--- src/rtl/core/tceb_pkg.sv ---
// ----------------------------------------------------------------------------
// tceb_pkg
// Shared types and constants of the timestamp coincidence event builder.
// ----------------------------------------------------------------------------
package tceb_pkg;

  localparam logic REQ_PUSH  = 1'b0;
  localparam logic REQ_BUILD = 1'b1;

  localparam logic [15:0] WINDOW_RESET = 16'd220;

  typedef struct packed {
    logic        req_type;
    logic [1:0]  source;
    logic [31:0] timestamp;
  } in_word_t;

  typedef struct packed {
    logic [31:0] group_number;
    logic [1:0]  member_source;
    logic [31:0] member_time;
    logic        group_end;
    logic        last;
    logic        overflow_seen;
  } out_word_t;

endpackage

--- src/rtl/core/timestamp_coincidence_event_builder_unit.sv ---
// ----------------------------------------------------------------------------
// timestamp_coincidence_event_builder_unit
// Per-source timestamp queues in one memory, drained into coincidence groups.
// ----------------------------------------------------------------------------
//  channel | signals                         | role
//  --------+---------------------------------+------------------------------
//  in      | in_valid, in_ready, in_data     | push or build request word
//  out     | out_valid, out_ready, out_data  | one emitted event word
//  cfg     | cfg_valid, cfg_ready, cfg_data  | coincidence window register
//
//  Pushes may arrive every cycle while the unit is idle.
//  A build walks the memory one read at a time. Per group: read and compare
//  the head of each non-empty source to find the anchor, then take it; read
//  and compare the heads that do not join; read, compare and hand off each
//  joining member. One word is held back until the next event or the group
//  end is known, so group_end and last are exact.
//  The single read port of the timestamp memory sets the pace of the walk.
//  Reset is synchronous; queues start empty, no clearing pass is needed.
//  A stalled output holds the walk; no input is taken during a build.
// ----------------------------------------------------------------------------
module timestamp_coincidence_event_builder_unit #(
  parameter int NUM_SOURCES = 4,
  parameter int QUEUE_DEPTH = 16
) (
  input  logic                clk,
  input  logic                rst,
  input  logic                in_valid,
  output logic                in_ready,
  input  tceb_pkg::in_word_t  in_data,
  output logic                out_valid,
  input  logic                out_ready,
  output tceb_pkg::out_word_t out_data,
  input  logic                cfg_valid,
  output logic                cfg_ready,
  input  logic [15:0]         cfg_data
);

  localparam int SW   = 2;
  localparam int PW   = (QUEUE_DEPTH > 1) ? $clog2(QUEUE_DEPTH) : 1;
  localparam int CW   = $clog2(QUEUE_DEPTH + 1);
  localparam int AW   = SW + PW;
  localparam int SUMW = CW + 1;

  typedef enum logic [6:0] {
    ST_IDLE   = 7'b0000001,
    ST_AREAD  = 7'b0000010,
    ST_ACMP   = 7'b0000100,
    ST_AEMIT  = 7'b0001000,
    ST_MREAD  = 7'b0010000,
    ST_MCMP   = 7'b0100000,
    ST_OUT    = 7'b1000000
  } state_t;

  state_t state, ret_state;

  logic [PW-1:0] heads  [NUM_SOURCES];
  logic [CW-1:0] counts [NUM_SOURCES];
  logic [31:0]   group_counter;
  logic          overflow_flag;
  logic [15:0]   window;

  logic [SW-1:0] scan;          // source being read
  logic [SW-1:0] best;
  logic [31:0]   anchor;
  logic          found;
  logic [31:0]   grp;

  // word held back until we know whether it closes its group
  logic          hold_valid;
  logic [SW-1:0] hold_source;
  logic [31:0]   hold_time;

  logic          wr_en, rd_en;
  logic [AW-1:0] wr_addr, rd_addr;
  logic [31:0]   rd_data;
  logic [SUMW-1:0] wsum;
  logic [PW-1:0]   wpos;

  // advance a read position, wrapping at the queue depth
  function automatic logic [PW-1:0] next_pos(input logic [PW-1:0] p);
    return (32'(p) == QUEUE_DEPTH - 1) ? '0 : p + PW'(1);
  endfunction

  logic push_ok;
  logic [31:0] diff;
  logic        joins;

  assign in_ready  = (state == ST_IDLE);
  assign cfg_ready = (state == ST_IDLE);
  assign out_valid = (state == ST_OUT);

  assign push_ok = in_valid && in_ready && (in_data.req_type == tceb_pkg::REQ_PUSH)
                   && (32'(in_data.source) < NUM_SOURCES)
                   && (counts[in_data.source[SW-1:0]] < CW'(QUEUE_DEPTH));

  always_comb begin
    // tail slot = head + count, wrapped at the queue depth
    wsum = SUMW'(heads[in_data.source]) + SUMW'(counts[in_data.source]);
    if (wsum >= SUMW'(QUEUE_DEPTH)) begin
      wpos = PW'(wsum - SUMW'(QUEUE_DEPTH));
    end else begin
      wpos = PW'(wsum);
    end
    wr_en   = push_ok;
    wr_addr = {in_data.source, wpos};
    rd_en   = (state == ST_AREAD) || (state == ST_MREAD);
    rd_addr = {scan, heads[scan]};
  end

  assign diff  = rd_data - anchor;
  assign joins = diff[31] || (diff < {16'd0, window});

  tceb_store #(.AW(AW)) u_store (
    .clk, .wr_en, .wr_addr, .wr_data(in_data.timestamp),
    .rd_en, .rd_addr, .rd_data
  );

  always_ff @(posedge clk) begin
    if (rst) begin
      state         <= ST_IDLE;
      ret_state     <= ST_IDLE;
      group_counter <= '0;
      overflow_flag <= 1'b0;
      window        <= tceb_pkg::WINDOW_RESET;
      for (int i = 0; i < NUM_SOURCES; i++) begin
        heads[i]  <= '0;
        counts[i] <= '0;
      end
      scan       <= '0;
      found      <= 1'b0;
      hold_valid <= 1'b0;
    end else begin
      unique case (state)
        ST_IDLE: begin
          if (cfg_valid) begin
            window <= cfg_data;
          end
          if (in_valid) begin
            if (in_data.req_type == tceb_pkg::REQ_PUSH) begin
              if (push_ok) begin
                counts[in_data.source] <= counts[in_data.source] + CW'(1);
              end else if (32'(in_data.source) < NUM_SOURCES) begin
                overflow_flag <= 1'b1;
              end
            end else begin
              // start a group search
              scan       <= '0;
              found      <= 1'b0;
              anchor     <= '1;
              hold_valid <= 1'b0;
              state      <= ST_AREAD;
            end
          end
        end
        ST_AREAD: begin
          // read always issued; its data is used only if this source is not empty
          if (counts[scan] != '0) begin
            state <= ST_ACMP;
          end else if (32'(scan) == NUM_SOURCES - 1) begin
            state <= ST_AEMIT;
          end else begin
            scan <= scan + SW'(1);
          end
        end
        ST_ACMP: begin
          if (rd_data <= anchor) begin
            anchor <= rd_data;
            best   <= scan;
            found  <= 1'b1;
          end
          if (32'(scan) == NUM_SOURCES - 1) begin
            state <= ST_AEMIT;
          end else begin
            scan  <= scan + SW'(1);
            state <= ST_AREAD;
          end
        end
        ST_AEMIT: begin
          if (found) begin
            // take the anchor; the held word closed the previous group
            grp           <= group_counter;
            group_counter <= group_counter + 32'd1;
            heads[best]   <= next_pos(heads[best]);
            counts[best]  <= counts[best] - CW'(1);
            hold_source   <= best;
            hold_time     <= anchor;
            hold_valid    <= 1'b1;
            scan          <= '0;
            if (hold_valid) begin
              out_data  <= '{grp, hold_source, hold_time, 1'b1, 1'b0, overflow_flag};
              ret_state <= ST_MREAD;
              state     <= ST_OUT;
            end else begin
              state <= ST_MREAD;
            end
          end else if (hold_valid) begin
            // queues drained: the held word ends the run
            out_data   <= '{grp, hold_source, hold_time, 1'b1, 1'b1, overflow_flag};
            hold_valid <= 1'b0;
            ret_state  <= ST_IDLE;
            state      <= ST_OUT;
          end else begin
            state <= ST_IDLE;
          end
        end
        ST_MREAD: begin
          if (counts[scan] != '0) begin
            state <= ST_MCMP;
          end else if (32'(scan) == NUM_SOURCES - 1) begin
            scan   <= '0;
            found  <= 1'b0;
            anchor <= '1;
            state  <= ST_AREAD;
          end else begin
            scan <= scan + SW'(1);
          end
        end
        ST_MCMP: begin
          if (joins) begin
            // a member joins: release the held word, hold this one
            out_data     <= '{grp, hold_source, hold_time, 1'b0, 1'b0, overflow_flag};
            hold_source  <= scan;
            hold_time    <= rd_data;
            heads[scan]  <= next_pos(heads[scan]);
            counts[scan] <= counts[scan] - CW'(1);
            ret_state    <= ST_MREAD;
            state        <= ST_OUT;
          end else if (32'(scan) == NUM_SOURCES - 1) begin
            scan   <= '0;
            found  <= 1'b0;
            anchor <= '1;
            state  <= ST_AREAD;
          end else begin
            scan  <= scan + SW'(1);
            state <= ST_MREAD;
          end
        end
        ST_OUT: begin
          if (out_ready) begin
            state <= ret_state;
          end
        end
        default: state <= ST_IDLE;
      endcase
    end
  end

  a_state_onehot: assert property (@(posedge clk) disable iff (rst) $onehot(state));

  a_out_hold: assert property (@(posedge clk) disable iff (rst)
    out_valid && !out_ready |=> out_valid && $stable(out_data));

  a_in_out_apart: assert property (@(posedge clk) disable iff (rst)
    !(in_ready && out_valid));

  a_push_idle: assert property (@(posedge clk) disable iff (rst) wr_en |-> in_ready);

  a_last_closes: assert property (@(posedge clk) disable iff (rst)
    out_valid && out_data.last |-> out_data.group_end);

endmodule

--- src/rtl/core/tceb_store.sv ---
// ----------------------------------------------------------------------------
// tceb_store
// Timestamp memory for all source queues: one write port, one registered read.
// ----------------------------------------------------------------------------
module tceb_store #(
  parameter int AW = 6
) (
  input  logic          clk,
  input  logic          wr_en,
  input  logic [AW-1:0] wr_addr,
  input  logic [31:0]   wr_data,
  input  logic          rd_en,
  input  logic [AW-1:0] rd_addr,
  output logic [31:0]   rd_data
);

  logic [31:0] mem [2**AW];

  always_ff @(posedge clk) begin
    if (wr_en) begin
      mem[wr_addr] <= wr_data;
    end
    if (rd_en) begin
      rd_data <= mem[rd_addr];
    end
  end

endmodule

--- config.mk ---
export PLATFORM = sky130hd
export DESIGN_NAME = timestamp_coincidence_event_builder_unit
export DESIGN_NICKNAME = d
export VERILOG_FILES = /design/src/rtl/core/tceb_pkg.sv /design/src/rtl/core/timestamp_coincidence_event_builder_unit.sv /design/src/rtl/core/tceb_store.sv
export SDC_FILE = /design/constraint.sdc
export NUM_CORES = 2
export LEC_CHECK = 0
export ABC_CLOCK_PERIOD_IN_PS = 8800
export BUFFER_PORTS_ARGS = -buffer_cell sky130_fd_sc_hd__buf_2
export CELL_PAD_IN_SITES_DETAIL_PLACEMENT = 1
export CELL_PAD_IN_SITES_GLOBAL_PLACEMENT = 1
export CORE_ASPECT_RATIO = 0.7
export CORE_MARGIN = 3
export CORE_UTILIZATION = 53
export DETAILED_ROUTE_END_ITERATION = 8
export PLACE_DENSITY_LB_ADDON = 0.1
export SLEW_MARGIN = 20
export SYNTH_ARGS = -nofsm -noshare
export SYNTH_HDL_FRONTEND = slang
export SYNTH_HIERARCHICAL = 1
export SYNTH_SLANG_ARGS = --single-unit
--- constraint.sdc ---
create_clock -name clk -period 8.8 [get_ports clk]
set_clock_uncertainty 0.15 [all_clocks]
set_input_delay 0.44 -clock clk [delete_from_list [all_inputs] [get_ports clk]]
set_output_delay 0.44 -clock clk [all_outputs]
set_load 0.1 [all_outputs]
==> flow_metrics.tcl <==
set metrics [dict create \
    dp_hpwl_mm 155 \
    p_leak_nw 32.9 \
    power.total_w 0.0260 \
    rows 127 \
    final_antenna_net_count 0 \
    num_vias 49200 \
    yosys-top-cells-area "edfxtp_1 (74%), mux4_2 (11%), mux2i_1 (2.1%)" \
    synth_ff_type "edfxtp_1" \
    syn-num-nets 4855 \
    crit_chain "ha_1, fa_1, nand2b_1, a21oi_2, nor2b_4, o21ai_0, a21oi_1, xnor2_1, ha_1, a21o_1, a21oi_1, o211ai_1, nor4_1, nand4_1, or4_1, o21ai_4, nand2_1, a21oi_4, buf_4" \
    grt_max_degree 90 \
    cts_num_sinks 2351 \
    crit_path_end_kind "flop" \
    rrSetupSlack_ns 2.25 \
    cts-root-buf "clkbuf_16" \
    multiInputGateArea_sq_um 21800 \
    setup_tns_ns 0 \
    final_nets 5150 \
    antenna_found_initial 18 \
    slew_viol_final 0 \
    synth.ff_latch_count 2351 \
    crit_slowest_cell "buf_4" \
    drive_above_1_share_pct 22.8 \
    critPathLaunchType "flop" \
    dieArea_sq_um 181000 \
    yosysUniqueCellTypes 86 \
    min_path_type "in2reg" \
    io_pins 128 \
    hold_slack_ns 0.00856 \
    wl_mm 259 \
    netlist_top_cells_count "edfxtp_1 (2285), mux4_2 (472), mux2i_1 (191)" \
    setup_slack_ns 2.25 \
    viasPerCell 6.52 \
    synthArstFlopShare_pct 0 \
    peakVddDrop_mv 0.202 \
    cts_tree "yes" \
    start_util_pct 53.8 \
    path_clk_slew_ns 0.06 \
    syn_area_per_cell_sq_um 19.6 \
    area_growth_pct 12.1 \
    gp_congestion 0.856 \
    ys_seq_area_share_pct 75.2 \
    cp_top_family "compound AO/OA/AOI/OAI gates" \
    drv_cap 0 \
    powerDensity_nw_per_um2 250 \
    drc 0 \
    status "completed" \
    netlist_instances 4738 \
    slowest_delay_ns 0.76 \
    place.port_buffers 127 \
    grt_pass1_wl_mm 372 \
    place_ws_ns 2.40 \
    drtIter0Drc 7348 \
    die_h_microns 356 \
    worstSetupPathType "reg2reg" \
    regArea_sq_um 69900 \
    critical_path_required_ns 9.11 \
    max-slew-margin-rel_pct 18.0 \
    rsz0062_at_grt "no" \
    fin_crit_sh_pct 74.4 \
    first_global_vias 50000 \
    htree_num_levels 4 \
    dr.pass1.iters 6 \
    grt_overflow 0 \
    fmax_ghz 0.153 \
    cts_setup_buffers 0 \
    synth.most_common_cell "edfxtp_1" \
    core_area_sq_um 173000 \
    numCtsBuffers 214 \
    synth_edf_count 2285 \
    clk_path_buf_depth 3 \
    critical_path.max_fanout 69 \
    period_minus_slack_ns 6.55 \
    synth_warnings 6 \
    track_usage_pct 29.0 \
    syn-cell-area_sq_um 93000 \
    cp_data_arrival_time_ns 6.86 \
    yosysTopAreaCell "edfxtp_1" \
    critPathBufInv 1 \
    ctsResizeCount 0 \
    clk_latency_ns 0.87 \
    n_fill_cell 14600 \
    setup_viol 0 \
    routedWlPerCell_microns 34.4 \
    synth.top_cell.area_share_pct 73.8 \
    postCtsHoldBufs 27 \
    tightest_slew_ns 1.22 \
    hold_viol 0 \
    fp.dieW_microns 507 \
]
## layout make-up
type                       count  area share, %
antenna                        5         0.0120
tap                         2322           2.79
inverter                      93          0.335
multi-input combinational   2050           20.9
clock buffer                 268           5.39
timing repair buffer         323           2.25
sequential                  2351           67.1
clock inverter               138           1.17
## worst register-to-register path, delay by kind of cell (launching register included)
kind / cells / cell delay (ns)
XOR/XNOR: 1 / 0.16
buffers and inverters: 1 / 0.76
AND/OR/NAND/NOR: 6 / 1.66
adder cells (fa/ha/maj): 3 / 0.95
AO/OA/AOI/OAI: 8 / 2.02
flip-flops: 1 / 0.42
## per-stage QoR
stage | util [%] | cells | area, sq um
finish | 60.3 | 7550 | 104000
global route | 60.3 | 7546 | 104000
CTS | 60.3 | 7542 | 104000
detailed placement | 56.2 | 7109 | 97000
global placement | 56.1 | 7107 | 97000
floorplan | - | 4738 | 93000
## sequential cells by signal, indices dropped and copies added (netlist names), named ones only
signal and flops:
overflow_flag 1, hold_source 2, grp 32, found 1, ret_state 2, u_store/mem 2048
out_data 69, counts 20, anchor 32, heads 16, best 2, state 7
u_store/rd_data 32, window 16, group_counter 32, hold_valid 1, scan 2, hold_time 32
## final timing paths
| path | from | to | depth (start not counted) |
|---|---|---|---|
| max | anchor[0]$_SDFFCE_PN1P_ | out_data[66]$_DFFE_PP_ | 19 |
| min | in_data[16] | u_store/mem[31][16]$_DFFE_PP_ | 1 |
| max reg2reg | anchor[0]$_SDFFCE_PN1P_ | out_data[66]$_DFFE_PP_ | 19 |
| min reg2reg | grp[7]$_DFFE_PP_ | out_data[44]$_DFFE_PP_ | 0 |
## report_power, final
group,total [W],leakage [nW],internal (W),switching (W)
Sequential,0.0125,21.0,0.0124,0.0000549
Clock,0.00915,3.35,0.00496,0.00418
Combinational,0.00443,8.60,0.00151,0.00292
Total,0.0260,32.9,0.0189,0.00715
## routing by layer
layer  wire, microns  track usage (%)  vias to the layer above
met3           30000             7.45                      323
li1                -                -                    20100
met5              23                0                        -
met1          111000             45.1                    26300
met2          113000             41.3                     2529
met4            5710             6.77                        4
## placed cells by master (no fill, tap or decap), types with 12 or more instances in the layout
cell	n
a22oi_1	130
or3_1	14
clkinv_1	57
nor3_1	41
o22a_1	12
nand4_1	16
xor2_1	29
clkinv_2	48
o21ai_1	13
a211oi_1	25
nor2_1	107
nand2_1	160
dfxtp_1	65
o221ai_1	17
o211ai_1	29
mux4_2	468
clkbuf_16	214
edfxtp_1	2285
dlygate4sd3_1	27
nor2_4	66
a21oi_1	96
buf_4	157
a22o_1	12
inv_1	92
bufinv_16	14
nand3_1	72
and3_1	22
xnor2_1	30
mux2i_1	191
ha_1	59
nand2b_1	45
nor2b_1	22
clkbuf_1	48
a31oi_1	35
buf_2	127
o22ai_1	49
o21ai_0	102
a311o_1	12
## cells by family (layout without fill, tap and decap cells)
group | after synthesis | after routing | share of synthesized area (%)
mux | 667 | 667 | 13.5
buf+inv | 337 | 822 | 1.94
xor+xnor | 59 | 59 | 0.556
simple gates | 646 | 646 | 3.41
compound gates | 617 | 617 | 4.52
flops | 2351 | 2351 | 75.2
fa+ha+maj | 61 | 61 | 0.837
other cells | 0 | 5 | 0
No activity file was read; power rests on OpenSTA's default activity.
